[src/rtl/fst_pkg.sv]
// ----------------------------------------------------------------------------
// fst_pkg
// Types, codes and sizes shared by the format string tokenizer modules.
// ----------------------------------------------------------------------------
`default_nettype none

package fst_pkg;

  localparam int unsigned CHAR_W    = 8;
  localparam int unsigned POS_W     = 16;  // position counter, wraps
  localparam int unsigned ERR_POS_W = 16;  // reported position field
  localparam int unsigned FIFO_DEPTH = 4;
  localparam int unsigned FIFO_AW    = $clog2(FIFO_DEPTH);

  typedef enum logic [1:0] {
    CFG_ESCAPE  = 2'd0,
    CFG_MARKER  = 2'd1,
    CFG_OPEN    = 2'd2,
    CFG_CLOSE   = 2'd3
  } cfg_idx_e;

  localparam logic [CHAR_W-1:0] RST_ESCAPE = 8'd92;
  localparam logic [CHAR_W-1:0] RST_MARKER = 8'd37;
  localparam logic [CHAR_W-1:0] RST_OPEN   = 8'd123;
  localparam logic [CHAR_W-1:0] RST_CLOSE  = 8'd125;
  localparam logic [CHAR_W-1:0] NUL_CHAR   = 8'd0;

  // Character class, decided in the front part.
  typedef enum logic [2:0] {
    CLS_OTHER = 3'd0,
    CLS_ESC   = 3'd1,
    CLS_MARK  = 3'd2,
    CLS_OPEN  = 3'd3,
    CLS_CLOSE = 3'd4,
    CLS_END   = 3'd5
  } cls_e;

  typedef enum logic [2:0] {
    KIND_TEXT      = 3'd0,
    KIND_OPT       = 3'd1,
    KIND_SEG_END   = 3'd2,
    KIND_ENTRY_END = 3'd3,
    KIND_ERROR     = 3'd4
  } kind_e;

  typedef enum logic [2:0] {
    ERR_NONE  = 3'd0,
    ERR_ESC   = 3'd1,
    ERR_MARK  = 3'd2,
    ERR_OPEN  = 3'd3,
    ERR_CLOSE = 3'd4,
    ERR_CHAR  = 3'd5,
    ERR_END   = 3'd6
  } err_e;

  typedef struct packed {
    cls_e              cls;
    logic [CHAR_W-1:0] ch;
  } tok_t;

  typedef struct packed {
    logic [ERR_POS_W-1:0] pos;
    err_e                 code;
    logic [CHAR_W-1:0]    ch;
    kind_e                kind;
  } res_t;

  typedef struct packed {
    logic full;
    logic empty;
  } fifo_stat_t;

  localparam int unsigned IN_TDATA_W  = 8;
  localparam int unsigned OUT_TDATA_W = 32;

endpackage

`default_nettype wire

[src/rtl/fst_fifo.sv]
// ----------------------------------------------------------------------------
// fst_fifo
// Short token queue between the classifying front and the parsing back.
// ----------------------------------------------------------------------------
`default_nettype none

module fst_fifo
  import fst_pkg::*;
(
  input  wire logic       clk_i,
  input  wire logic       rst_ni,
  input  wire logic       push_i,
  input  tok_t            push_tok_i,
  input  wire logic       pop_i,
  output tok_t            pop_tok_o,
  output fifo_stat_t      stat_o
);

  tok_t               mem_q [FIFO_DEPTH];
  logic [FIFO_AW-1:0] wr_ptr_q, wr_ptr_d;
  logic [FIFO_AW-1:0] rd_ptr_q, rd_ptr_d;
  logic [FIFO_AW:0]   cnt_q, cnt_d;

  always_comb begin
    wr_ptr_d = wr_ptr_q + FIFO_AW'(push_i);
    rd_ptr_d = rd_ptr_q + FIFO_AW'(pop_i);
    cnt_d    = cnt_q + (FIFO_AW+1)'(push_i) - (FIFO_AW+1)'(pop_i);
  end

  always_ff @(posedge clk_i or negedge rst_ni) begin
    if (!rst_ni) begin
      wr_ptr_q <= '0;
      rd_ptr_q <= '0;
      cnt_q    <= '0;
    end else begin
      wr_ptr_q <= wr_ptr_d;
      rd_ptr_q <= rd_ptr_d;
      cnt_q    <= cnt_d;
    end
  end

  always_ff @(posedge clk_i) begin
    if (push_i) begin
      mem_q[wr_ptr_q] <= push_tok_i;
    end
  end

  assign pop_tok_o    = mem_q[rd_ptr_q];
  assign stat_o.full  = (cnt_q == (FIFO_AW+1)'(FIFO_DEPTH));
  assign stat_o.empty = (cnt_q == '0);

endmodule

`default_nettype wire

[src/rtl/fst_front.sv]
// ----------------------------------------------------------------------------
// fst_front
// Input stage: holds the special characters and classifies each item.
// ----------------------------------------------------------------------------
`default_nettype none

module fst_front
  import fst_pkg::*;
(
  input  wire logic              clk_i,
  input  wire logic              rst_ni,
  input  wire logic              cfg_we_i,
  input  cfg_idx_e               cfg_idx_i,
  input  wire logic [CHAR_W-1:0] cfg_data_i,
  input  wire logic              in_valid_i,
  output logic                   in_ready_o,
  input  wire logic              in_end_i,
  input  wire logic [CHAR_W-1:0] in_char_i,
  input  fifo_stat_t             fifo_stat_i,
  output logic                   push_o,
  output tok_t                   push_tok_o
);

  logic [CHAR_W-1:0] esc_q, mark_q, open_q, close_q;
  logic              vld_q, vld_d;
  tok_t              tok_q;
  tok_t              tok_d;
  logic              accept;

  always_ff @(posedge clk_i or negedge rst_ni) begin
    if (!rst_ni) begin
      esc_q   <= RST_ESCAPE;
      mark_q  <= RST_MARKER;
      open_q  <= RST_OPEN;
      close_q <= RST_CLOSE;
    end else if (cfg_we_i) begin
      unique case (cfg_idx_i)
        CFG_ESCAPE: esc_q   <= cfg_data_i;
        CFG_MARKER: mark_q  <= cfg_data_i;
        CFG_OPEN:   open_q  <= cfg_data_i;
        CFG_CLOSE:  close_q <= cfg_data_i;
        default: ;
      endcase
    end
  end

  // Priority: end of string, escape, marker, options open, options close.
  always_comb begin
    tok_d.ch = in_char_i;
    if (in_end_i)                  tok_d.cls = CLS_END;
    else if (in_char_i == esc_q)   tok_d.cls = CLS_ESC;
    else if (in_char_i == mark_q)  tok_d.cls = CLS_MARK;
    else if (in_char_i == open_q)  tok_d.cls = CLS_OPEN;
    else if (in_char_i == close_q) tok_d.cls = CLS_CLOSE;
    else                           tok_d.cls = CLS_OTHER;
  end

  assign push_o     = vld_q && !fifo_stat_i.full;
  assign in_ready_o = !vld_q || push_o;
  assign accept     = in_valid_i && in_ready_o;
  assign push_tok_o = tok_q;

  always_comb begin
    vld_d = vld_q;
    if (accept)      vld_d = 1'b1;
    else if (push_o) vld_d = 1'b0;
  end

  always_ff @(posedge clk_i or negedge rst_ni) begin
    if (!rst_ni) vld_q <= 1'b0;
    else         vld_q <= vld_d;
  end

  always_ff @(posedge clk_i) begin
    if (accept) tok_q <= tok_d;
  end

endmodule

`default_nettype wire

[src/rtl/fst_back.sv]
// ----------------------------------------------------------------------------
// fst_back
// Parser state machine and result register.
// ----------------------------------------------------------------------------
`default_nettype none

module fst_back
  import fst_pkg::*;
(
  input  wire logic  clk_i,
  input  wire logic  rst_ni,
  input  fifo_stat_t fifo_stat_i,
  input  tok_t       tok_i,
  output logic       pop_o,
  output logic       out_valid_o,
  input  wire logic  out_ready_i,
  output res_t       out_res_o
);

  typedef enum logic [6:0] {
    ST_READY     = 7'b0000001,
    ST_ESCAPE    = 7'b0000010,
    ST_MARKER    = 7'b0000100,
    ST_TEXT      = 7'b0001000,
    ST_OPTS      = 7'b0010000,
    ST_OPTS_READ = 7'b0100000,
    ST_FAILED    = 7'b1000000
  } state_e;

  typedef enum logic [1:0] {
    SV_READY = 2'd0,
    SV_TEXT  = 2'd1,
    SV_OPTS  = 2'd2
  } saved_e;

  state_e           st_q, st_d;
  saved_e           sv_q, sv_d;
  logic [POS_W-1:0] pos_q, pos_d;
  logic             ov_q, ov_d;
  res_t             res_q;
  res_t             res;
  logic             res_vld;
  state_e           esc_st;
  kind_e            esc_kind;

  assign pop_o = !fifo_stat_i.empty && (!ov_q || out_ready_i);

  // Return target of an escaped character.
  assign esc_st   = (sv_q == SV_OPTS) ? ST_OPTS : ST_TEXT;
  assign esc_kind = (sv_q == SV_OPTS) ? KIND_OPT : KIND_TEXT;

  always_comb begin
    st_d     = st_q;
    sv_d     = sv_q;
    pos_d    = pos_q;
    res_vld  = 1'b0;
    res.kind = KIND_TEXT;
    res.ch   = NUL_CHAR;
    res.code = ERR_NONE;
    res.pos  = '0;
    if (pop_o) begin
      if (tok_i.cls == CLS_END) begin
        if (st_q == ST_TEXT) begin
          res_vld  = 1'b1;
          res.kind = KIND_SEG_END;
        end else if (st_q != ST_READY && st_q != ST_FAILED) begin
          res_vld  = 1'b1;
          res.kind = KIND_ERROR;
          res.code = ERR_END;
          res.pos  = ERR_POS_W'(pos_q);
        end
        st_d  = ST_READY;
        sv_d  = SV_READY;
        pos_d = '0;
      end else begin
        pos_d = pos_q + 1'b1;
        if (st_q != ST_FAILED) begin
          unique case (tok_i.cls)
            CLS_ESC: begin
              unique case (st_q)
                ST_READY: begin sv_d = SV_READY; st_d = ST_ESCAPE; end
                ST_TEXT:  begin sv_d = SV_TEXT;  st_d = ST_ESCAPE; end
                ST_OPTS:  begin sv_d = SV_OPTS;  st_d = ST_ESCAPE; end
                ST_ESCAPE: begin
                  st_d = esc_st; res_vld = 1'b1; res.kind = esc_kind; res.ch = tok_i.ch;
                end
                default: begin
                  st_d = ST_FAILED; res_vld = 1'b1; res.kind = KIND_ERROR;
                  res.code = ERR_ESC; res.pos = ERR_POS_W'(pos_q);
                end
              endcase
            end
            CLS_MARK: begin
              unique case (st_q)
                ST_READY: st_d = ST_MARKER;
                ST_ESCAPE: begin
                  st_d = esc_st; res_vld = 1'b1; res.kind = esc_kind; res.ch = tok_i.ch;
                end
                ST_TEXT: begin
                  st_d = ST_MARKER; res_vld = 1'b1; res.kind = KIND_SEG_END;
                end
                default: begin
                  st_d = ST_FAILED; res_vld = 1'b1; res.kind = KIND_ERROR;
                  res.code = ERR_MARK; res.pos = ERR_POS_W'(pos_q);
                end
              endcase
            end
            CLS_OPEN: begin
              unique case (st_q)
                ST_READY, ST_TEXT: begin
                  st_d = ST_TEXT; res_vld = 1'b1; res.kind = KIND_TEXT; res.ch = tok_i.ch;
                end
                ST_ESCAPE: begin
                  st_d = esc_st; res_vld = 1'b1; res.kind = esc_kind; res.ch = tok_i.ch;
                end
                ST_MARKER: st_d = ST_OPTS;
                default: begin
                  st_d = ST_FAILED; res_vld = 1'b1; res.kind = KIND_ERROR;
                  res.code = ERR_OPEN; res.pos = ERR_POS_W'(pos_q);
                end
              endcase
            end
            CLS_CLOSE: begin
              unique case (st_q)
                ST_READY, ST_TEXT: begin
                  st_d = ST_TEXT; res_vld = 1'b1; res.kind = KIND_TEXT; res.ch = tok_i.ch;
                end
                ST_ESCAPE: begin
                  st_d = esc_st; res_vld = 1'b1; res.kind = esc_kind; res.ch = tok_i.ch;
                end
                ST_OPTS: st_d = ST_OPTS_READ;
                default: begin
                  st_d = ST_FAILED; res_vld = 1'b1; res.kind = KIND_ERROR;
                  res.code = ERR_CLOSE; res.pos = ERR_POS_W'(pos_q);
                end
              endcase
            end
            default: begin
              unique case (st_q)
                ST_READY, ST_TEXT: begin
                  st_d = ST_TEXT; res_vld = 1'b1; res.kind = KIND_TEXT; res.ch = tok_i.ch;
                end
                ST_OPTS: begin
                  res_vld = 1'b1; res.kind = KIND_OPT; res.ch = tok_i.ch;
                end
                ST_MARKER, ST_OPTS_READ: begin
                  st_d = ST_READY; res_vld = 1'b1; res.kind = KIND_ENTRY_END;
                  res.ch = tok_i.ch;
                end
                default: begin
                  st_d = ST_FAILED; res_vld = 1'b1; res.kind = KIND_ERROR;
                  res.code = ERR_CHAR; res.pos = ERR_POS_W'(pos_q);
                end
              endcase
            end
          endcase
        end
      end
    end
  end

  // Load a new result, or drop the held one once it is taken.
  always_comb begin
    ov_d = ov_q;
    if (res_vld)          ov_d = 1'b1;
    else if (out_ready_i) ov_d = 1'b0;
  end

  always_ff @(posedge clk_i or negedge rst_ni) begin
    if (!rst_ni) begin
      st_q  <= ST_READY;
      sv_q  <= SV_READY;
      pos_q <= '0;
      ov_q  <= 1'b0;
    end else begin
      st_q  <= st_d;
      sv_q  <= sv_d;
      pos_q <= pos_d;
      ov_q  <= ov_d;
    end
  end

  always_ff @(posedge clk_i) begin
    if (res_vld) res_q <= res;
  end

  assign out_valid_o = ov_q;
  assign out_res_o   = res_q;

endmodule

`default_nettype wire

[src/rtl/format_string_tokenizer.sv]
// ----------------------------------------------------------------------------
// format_string_tokenizer
// Streams a format string in, one character per transfer, and streams out
// text characters, option characters, segment ends, entry ends and errors.
// ----------------------------------------------------------------------------
//
//  channel   direction  tdata (low bit up)                       tuser
//  --------  ---------  ---------------------------------------  -----------
//  s_axis    in         char_in[7:0]                             func[0]
//  m_axis    out        char_out[7:0], error_code[10:8],         kind[2:0]
//                       error_position[26:11], zero[31:27]
//  cfg       in         write enable, index, 8-bit character     -
//
// One character per cycle sustained while the output is ready. An accepted
// character passes through the input register and the token queue; the
// parser decodes the queue head and loads the output register at the pop
// edge. The parser state update is the per-item loop; the four-entry queue
// lets the input keep flowing while the output stalls, until the queue and
// the input register fill. Reset clears the special characters to their
// defaults, the parser to ready and the position to zero; there is no
// clearing pass.
// ----------------------------------------------------------------------------
`default_nettype none

module format_string_tokenizer
  import fst_pkg::*;
(
  input  wire logic                   clk_i,
  input  wire logic                   rst_ni,
  // configuration writes
  input  wire logic                   cfg_we_i,
  input  wire logic [1:0]             cfg_idx_i,
  input  wire logic [CHAR_W-1:0]      cfg_data_i,
  // input characters
  input  wire logic                   s_axis_tvalid,
  output logic                        s_axis_tready,
  input  wire logic [IN_TDATA_W-1:0]  s_axis_tdata,   // char_in[7:0]
  input  wire logic [0:0]             s_axis_tuser,   // func[0]
  // results
  output logic                        m_axis_tvalid,
  input  wire logic                   m_axis_tready,
  output logic [OUT_TDATA_W-1:0]      m_axis_tdata,   // char_out, error_code, error_position
  output logic [2:0]                  m_axis_tuser    // kind[2:0]
);

  fifo_stat_t fifo_stat;
  logic       push;
  logic       pop;
  tok_t       push_tok;
  tok_t       pop_tok;
  res_t       res;

  // Front: hold the special characters, classify each accepted character.
  fst_front u_front (
    .clk_i       (clk_i),
    .rst_ni      (rst_ni),
    .cfg_we_i    (cfg_we_i),
    .cfg_idx_i   (cfg_idx_e'(cfg_idx_i)),
    .cfg_data_i  (cfg_data_i),
    .in_valid_i  (s_axis_tvalid),
    .in_ready_o  (s_axis_tready),
    .in_end_i    (s_axis_tuser[0]),
    .in_char_i   (s_axis_tdata[CHAR_W-1:0]),
    .fifo_stat_i (fifo_stat),
    .push_o      (push),
    .push_tok_o  (push_tok)
  );

  // Queue: decouple classification from parsing.
  fst_fifo u_fifo (
    .clk_i      (clk_i),
    .rst_ni     (rst_ni),
    .push_i     (push),
    .push_tok_i (push_tok),
    .pop_i      (pop),
    .pop_tok_o  (pop_tok),
    .stat_o     (fifo_stat)
  );

  // Back: advance the parser and register the result.
  fst_back u_back (
    .clk_i       (clk_i),
    .rst_ni      (rst_ni),
    .fifo_stat_i (fifo_stat),
    .tok_i       (pop_tok),
    .pop_o       (pop),
    .out_valid_o (m_axis_tvalid),
    .out_ready_i (m_axis_tready),
    .out_res_o   (res)
  );

  // Pack the result fields, lowest first, zero-filled to whole bytes.
  assign m_axis_tdata = OUT_TDATA_W'({res.pos, res.code, res.ch});
  assign m_axis_tuser = res.kind;

endmodule

`default_nettype wire

[config.mk]
export PLATFORM = sky130hd
export DESIGN_NAME = format_string_tokenizer
export DESIGN_NICKNAME = d
export VERILOG_FILES = /design/src/rtl/fst_pkg.sv /design/src/rtl/fst_fifo.sv /design/src/rtl/fst_front.sv /design/src/rtl/fst_back.sv /design/src/rtl/format_string_tokenizer.sv
export SDC_FILE = /design/constraint.sdc
export NUM_CORES = 1
export LEC_CHECK = 0
export BUFFER_PORTS_ARGS = -buffer_cell sky130_fd_sc_hd__buf_4
export CAP_MARGIN = 20
export CORE_ASPECT_RATIO = 0.7
export CORE_MARGIN = 2
export CORE_UTILIZATION = 55
export CTS_BUF_LIST = sky130_fd_sc_hd__clkbuf_8
export CTS_CLUSTER_SIZE = 25
export DETAILED_ROUTE_END_ITERATION = 6
export PLACE_DENSITY = 0.73
export SYNTH_ARGS = -nofsm -noshare
export SYNTH_HDL_FRONTEND = slang
export SYNTH_SLANG_ARGS = --single-unit
[constraint.sdc]
create_clock -name clk_i -period 10.45 [get_ports clk_i]
set_input_delay 0.5225 -clock clk_i [delete_from_list [all_inputs] [get_ports clk_i]]
set_output_delay 0.5225 -clock clk_i [all_outputs]
set_load 0.05 [all_outputs]
# Yosys cells after proc, flatten, opt, wreduce, memory -nomap -nowiden
# Memories as Yosys holds them, arrays and structs flattened.
# Index checks and enable logic that the tools add are counted.
# Widths: inputs -> output; s select.
dict set report word_totals {
  memories 1
  wordCells 138
  reg_bits 107
  inputBits 24
  ram_bits 44
}
# memory words word_bits read_ports rd_ports_with_merged_regs wr line_no
set mem_list {}
lappend mem_list {u_fifo.mem_q 4 11 1 0 1 fst_fifo.sv:19} ;# tok_t mem_q [FIFO_DEPTH];
dict set report op_classes {
  mux 55
  reduce_logical 33
  n_bitwise 2
  add_sub_neg 5
  eq_ne 23
}
# operator count
set ops {}
lappend ops {{$mux 19} 8}
lappend ops {{$pmux 30 s4} 1}
lappend ops {{$pmux 7 s3} 3}
lappend ops {{$eq 8x8->1} 4}
lappend ops {{$mux 30} 1}
lappend ops {{$pmux 7 s2} 2}
lappend ops {{$pmux 7 s4} 1}
lappend ops {{$mux 8} 3}
lappend ops {{$mux 3} 7}
lappend ops {{$pmux 3 s3} 2}
lappend ops {{$add 16x1->16 const B} 1}
lappend ops {{$mux 1} 16}
lappend ops {{$mux 16} 1}
lappend ops {{$mux 7} 2}
lappend ops {{$pmux 3 s2} 2}
lappend ops {{$reduce_or 3->1} 4}
lappend ops {{$eq 3x3->1 const B} 3}
lappend ops {{$reduce_and 2->1} 4}
lappend ops {{$reduce_bool 2->1} 4}
lappend ops {{$reduce_or 4->1} 2}
lappend ops {{$eq 7x1->1 const B} 1}
lappend ops {{$eq 7x2->1 const B} 1}
lappend ops {{$eq 7x3->1 const B} 1}
lappend ops {{$eq 7x4->1 const B} 1}
lappend ops {{other kinds (27)} 43}

# Longest topological paths before layout
dict set report logic_depth {
  word_depth 8
  depth_mapped 10
  mapped_depth_nobuf 10
}

# Hierarchy
# Synthesis repeated with hierarchy kept, for this count alone.
dict set report unflattened {
  cells_unflattened 486
  area_unflattened_um2 6890.4
}
# mod n_inst seq_area_each_um2 cells_per_inst area_each_um2
set modules_own_cells {}
lappend modules_own_cells {fst_back 1 1552.7 267 2911.5}
lappend modules_own_cells {fst_front 1 1179.9 131 2004.4}
lappend modules_own_cells {fst_fifo 1 1496.4 82 1933.1}
lappend modules_own_cells {format_string_tokenizer 1 0.0 6 41.3}

# Least setup slack after synthesis
# No wires, ideal clock.
dict set report synth_path {
  kind {flip-flop to flip-flop}
  startpoint {reg u_fifo.rd_ptr_q[0]}
  endpoint {reg u_back.res_q, in the netlist u_back.out_res_o[0], enable pin}
  path_stages_with_launch 8
  path_slack_ns 5.271
  t_arrival_ns 4.686
  n_path_buf 2
  setup_ns 0.493
  t_required_ns 9.957
  path_cell_list {dfrtp_1 -> buf_6 -> mux4_2 -> buf_6 -> inv_1 -> mux2i_1 -> nor3_1 -> nor4_1}
}
dict set report synth_between {
  elab_chain_len 6
  elab_cells_between_ends 10
  classes_between {5 x eq/ne; 4 x mux; 1 x memory}
}
# item line_no
set synth_rtl {}
lappend synth_rtl {{from (decl)} fst_fifo.sv:21} ;# logic [FIFO_AW-1:0] rd_ptr_q, rd_ptr_d;
lappend synth_rtl {{from (signal assigned)} fst_fifo.sv:37} ;# rd_ptr_q <= rd_ptr_d;
lappend synth_rtl {{$mem_v2 4x11 (*)} --}
lappend synth_rtl {{$eq 3x3->1 (tied with other cells)} fst_back.sv:78} ;# unique case (tok_i.cls)
lappend synth_rtl {{$pmux 1 s4} fst_back.sv:78}
lappend synth_rtl {{$mux 1} fst_back.sv:77} ;# if (st_q != ST_FAILED) begin
lappend synth_rtl {{$mux 1 (*)} fst_back.sv:62} ;# if (tok_i.cls == CLS_END) begin
lappend synth_rtl {{$mux 1 (*)} fst_back.sv:61} ;# if (pop_o) begin
lappend synth_rtl {{to (signal assigned)} fst_back.sv:184} ;# if (res_vld) res_q <= res;
lappend synth_rtl {{to (decl)} fst_back.sv:40} ;# res_t res_q;
# Every way passes the cells marked *; elsewhere a longest branch is shown, timed or not.
# A chain may end at the register's enable or synchronous reset.

# Worst setup path in the final report
dict set report layout_path {
  startpoint {reg u_fifo.cnt_q[2]}
  endpoint {reg u_fifo.cnt_q[2]}
}
dict set report layout_between {
  elab_cells_between_ends 8
  classes_between {2 x add/sub; 1 x eq/ne; 5 x reduce/logical}
}
# item line_no
set layout_lines {}
lappend layout_lines {{from (decl)} fst_fifo.sv:22} ;# logic [FIFO_AW:0] cnt_q, cnt_d;
lappend layout_lines {{from (signal assigned)} fst_fifo.sv:38} ;# cnt_q <= cnt_d;
lappend layout_lines {{$logic_not 3->1} fst_fifo.sv:50} ;# assign stat_o.empty = (cnt_q == '0);
lappend layout_lines {{$logic_not 1->1} fst_back.sv:46} ;# assign pop_o = !fifo_stat_i.empty && (!ov_q || out_ready_i);
lappend layout_lines {{$logic_and 1x1->1} fst_back.sv:46}
lappend layout_lines {{net pop} format_string_tokenizer.sv:48} ;# logic pop;
lappend layout_lines {{$sub 3x1->3} fst_fifo.sv:27} ;# cnt_d = cnt_q + (FIFO_AW+1)'(push_i) - (FIFO_AW+1)'(pop_i);
lappend layout_lines {{net u_fifo.cnt_d[2]} fst_fifo.sv:22}
# The timed path passes the listed nets, and every way through them passes these cells.

==> impl_metrics.csv <==
group,metric,value,unit
setup_path,crit_path_top_delay_cell,"clkinv_1",
floorplanning,io_pins,61,
synthesis,ys_seq_area_share,59.02,%
setup_path,endpoint_kind,"flop",
synthesis,synth_common_cells,"edfxtp_1 (85), dfrtp_1 (46), xnor2_1 (45)",
timing,rsz0062_at_grt,"false",
synthesis,synth_area,0.007166,sq mm
setup_path,path_cells,"or3_1 -> nand2_1 -> clkinv_1 -> ha_1 -> inv_1 -> ha_1 -> inv_1 -> fa_1 -> xnor2_1 -> xnor2_1",
clocking,htreeDepth,4,
timing,finalSetupViolCount,0,
routing,wirelength,14420,um
hold_path,worstHoldPathType,"primary input to asynchronous set/reset pin",
setup_path,critPathMaxStageDelay,0.49,ns
placed_design,portBuffers,55,
grt,grt_start_max_net_pins,67,
placed_design,dp_hpwl,9904,um
power_and_ir_drop,p_leak,0.003014,uW
setup_path,cp_top_family,"adder cells",
synthesis,synth_top_area_share,35.62,%
clocking,numClockSinks,151,
final_layout,nNetsFinal,622,
synthesis,synthDistinctLibCells,75,
clocking,tritoncts.num_buffers,17,
final_layout,final_util,64.48,%
clocking,cts_hold_buf,0,
status,status,"complete, no violations",
power_and_ir_drop,vdd_drop_max,0.1485,mV
routing,drt_pre_antenna_iters,5,
floorplanning,initial_core_util,57.10,%
timing,hold_viol,0,
clocking,cts-root-buf,"clkbuf_8",
grt,grt_pass1_wl,23230,um
routing,drt_iter0_markers,404,
synthesis,ys_warn_count,0,
setup_path,cp-start-kind,"flop",
setup_path,cp_max_fo,11,
grt,overflow,0,
synthesis,ys_ff_latch,151,
timing,skew,0.01580,ns
timing,fin_crit,3.170,ns
clocking,ctsLongestPathBuffers,2,
synthesis,yosysMostFrequentCell,"edfxtp_1",
timing,final-max-slew-violation-count,0,
floorplanning,fp-row-count,34,
clocking,clk_pin_slew,0.08,ns
synthesis,synth.largest_area_cell,"edfxtp_1",
grt,grt_use_total,21.77,%
final_layout,diodes,0,
clocking,cts_tree,"built",
clocking,post-cts-setup-buffers,0,
floorplanning,fp.dieW,140.4,um
floorplanning,die_area,0.01397,sq mm
synthesis,ys_top_cells_by_area,"edfxtp_1 (36%), dfrtp_1 (16%), dfstp_2 (7.3%)",
synthesis,synthArstFlopShare,43.71,%
grt,grt_pass1_vias,4411,
timing,max_clock_freq,315.5,MHz
timing,tightest_slew,1.018,ns
setup_path,crit_type,"flop to flop",
placed_design,gp_congestion,0.8709,
setup_path,critPathBufInv,3,
routing,vias,4469,
power_and_ir_drop,powerDensity,321.3,mW/mm^2
routing,routedWlPerCell,18.80,um
routing,via_per_inst,5.827,
synthesis,syn_inst,539,
clocking,cts.repair.resized,0,
final_layout,area_growth,12.92,%
floorplanning,fp.dieH,99.50,um
synthesis,synth_flop_cell,"edfxtp_1",
grt,antenna_found_initial,0,
setup_path,arrival,3.53,ns
setup_path,worstPathRequired,10.81,ns
routing,drc,0,
floorplanning,core_area,0.01255,sq mm
synthesis,syn_avg_cell_area,13.29,sq um
timing,setup_tns,0,ns
synthesis,synth_edf_count,85,
timing,timing.final.crit_share,30.33,%
clocking,clock_latency,0.44,ns
job,maxCapViolCount,0,
timing,slew_headroom,31.88,%
final_layout,drive_above_1_share,29.92,%
routing,ant_nets,0,
==> sequential cells by signal, indices dropped and copies added (netlist names) <==
signal and flops:
u_front.close_q 8, u_front.open_q 8, u_back.st_q 7, u_back.pos_q 16, u_fifo.cnt_q 3, u_fifo.wr_ptr_q 2
u_front.esc_q 8, u_back.out_res_o 30, u_back.sv_q 2, u_front.push_tok_o 11, u_fifo.rd_ptr_q 2, u_front.vld_q 1
u_back.out_valid_o 1, u_front.mark_q 8, u_fifo.mem_q 44
==> metal layers <==
layer | wire, um | track usage [%]
met1 | 7035 | 32.51
met2 | 6372 | 32.32
met4 | 146 | 5.828
met5 | 0 | 0
met3 | 867 | 5.344
==> where the power goes <==
part | internal (uW) | switching (uW) | total [uW]
registers | 869 | 133 | 1000
clock network | 262 | 228 | 491
logic | 371 | 736 | 1110
==> kinds of logic (layout without fill, tap and decap cells) <==
kind of cell | Yosys count | count (layout) | synth area share [%]
AND/OR/NAND/NOR | 159 | 159 | 13.15
AO/OA/AOI/OAI | 73 | 73 | 7.735
XOR/XNOR | 51 | 51 | 6.234
other | 1 | 5 | 0.05233
multiplexers | 46 | 46 | 8.940
flip-flops | 151 | 151 | 59.02
adder cells (fa/ha/maj) | 6 | 6 | 1.152
buffers and inverters | 52 | 114 | 3.719
==> final timing paths <==
| kind | from | to | slack (ns) | cells after the start |
|---|---|---|---|---|
| max in group asynchronous | rst_ni | u_front.mark_q[4]$_DFFE_PN0P_ | 9.66 | 1 |
| worst min register to register | u_front.push_tok_o[3]$_DFFE_PP_ | u_fifo.mem_q[1][3]$_DFFE_PP_ | 0.50 | 0 |
| min in group clk_i | s_axis_tvalid | u_front.vld_q$_DFFE_PN0P_ | 0.28 | 2 |
| worst min-delay path | rst_ni | u_back.sv_q[0]$_DFFE_PN0P_ | 0.17 | 1 |
| worst max register to register | u_fifo.cnt_q[2]$_DFF_PN0_ | u_fifo.cnt_q[2]$_DFF_PN0_ | 7.28 | 10 |
| worst max-delay path | u_fifo.cnt_q[2]$_DFF_PN0_ | u_fifo.cnt_q[2]$_DFF_PN0_ | 7.28 | 10 |
==> final cells by class <==
type,count,area [sq um]
tap,162,202.7
clock buffer,17,234.0
multi-input combinational,340,2691
sequential,151,4229
timing repair buffer,60,450.4
fill,956,4458
clock inverter,15,201.4
inverter,22,82.58
==> metrics by stage <==
step | std cells | hold slack [ns] | power, uW | setup slack, ns | area, sq um
after floorplan | 543 | 0.2269 | 1831 | 5.271 | 7181
after global placement | 735 | 0.4692 | 2081 | 7.313 | 7656
after detailed placement | 735 | 0.4840 | 2112 | 7.275 | 7656
after CTS | 767 | 0.2111 | 2602 | 7.281 | 8092
after global routing | 767 | 0.2298 | 2728 | 7.040 | 8092
final | 767 | 0.1684 | 2600 | 7.280 | 8092
==> cells in the final DEF (no fill, tap or decap), types with 5 or more instances in the layout <==
cell type	instances
edfxtp_1	85
buf_4	60
dfrtp_1	46
xnor2_1	45
nand2_1	35
mux2_2	32
nor2_1	25
inv_1	22
nand3_1	21
dfstp_2	20
clkbuf_8	17
nand4_1	14
o21ai_0	13
nor3_1	13
mux4_2	11
o31ai_1	10
nor2b_1	9
a21oi_1	9
o21ai_1	6
xor2_1	6
nand2b_1	5
ha_1	5
conb_1	5
No activity file was read; power rests on OpenSTA's default activity.
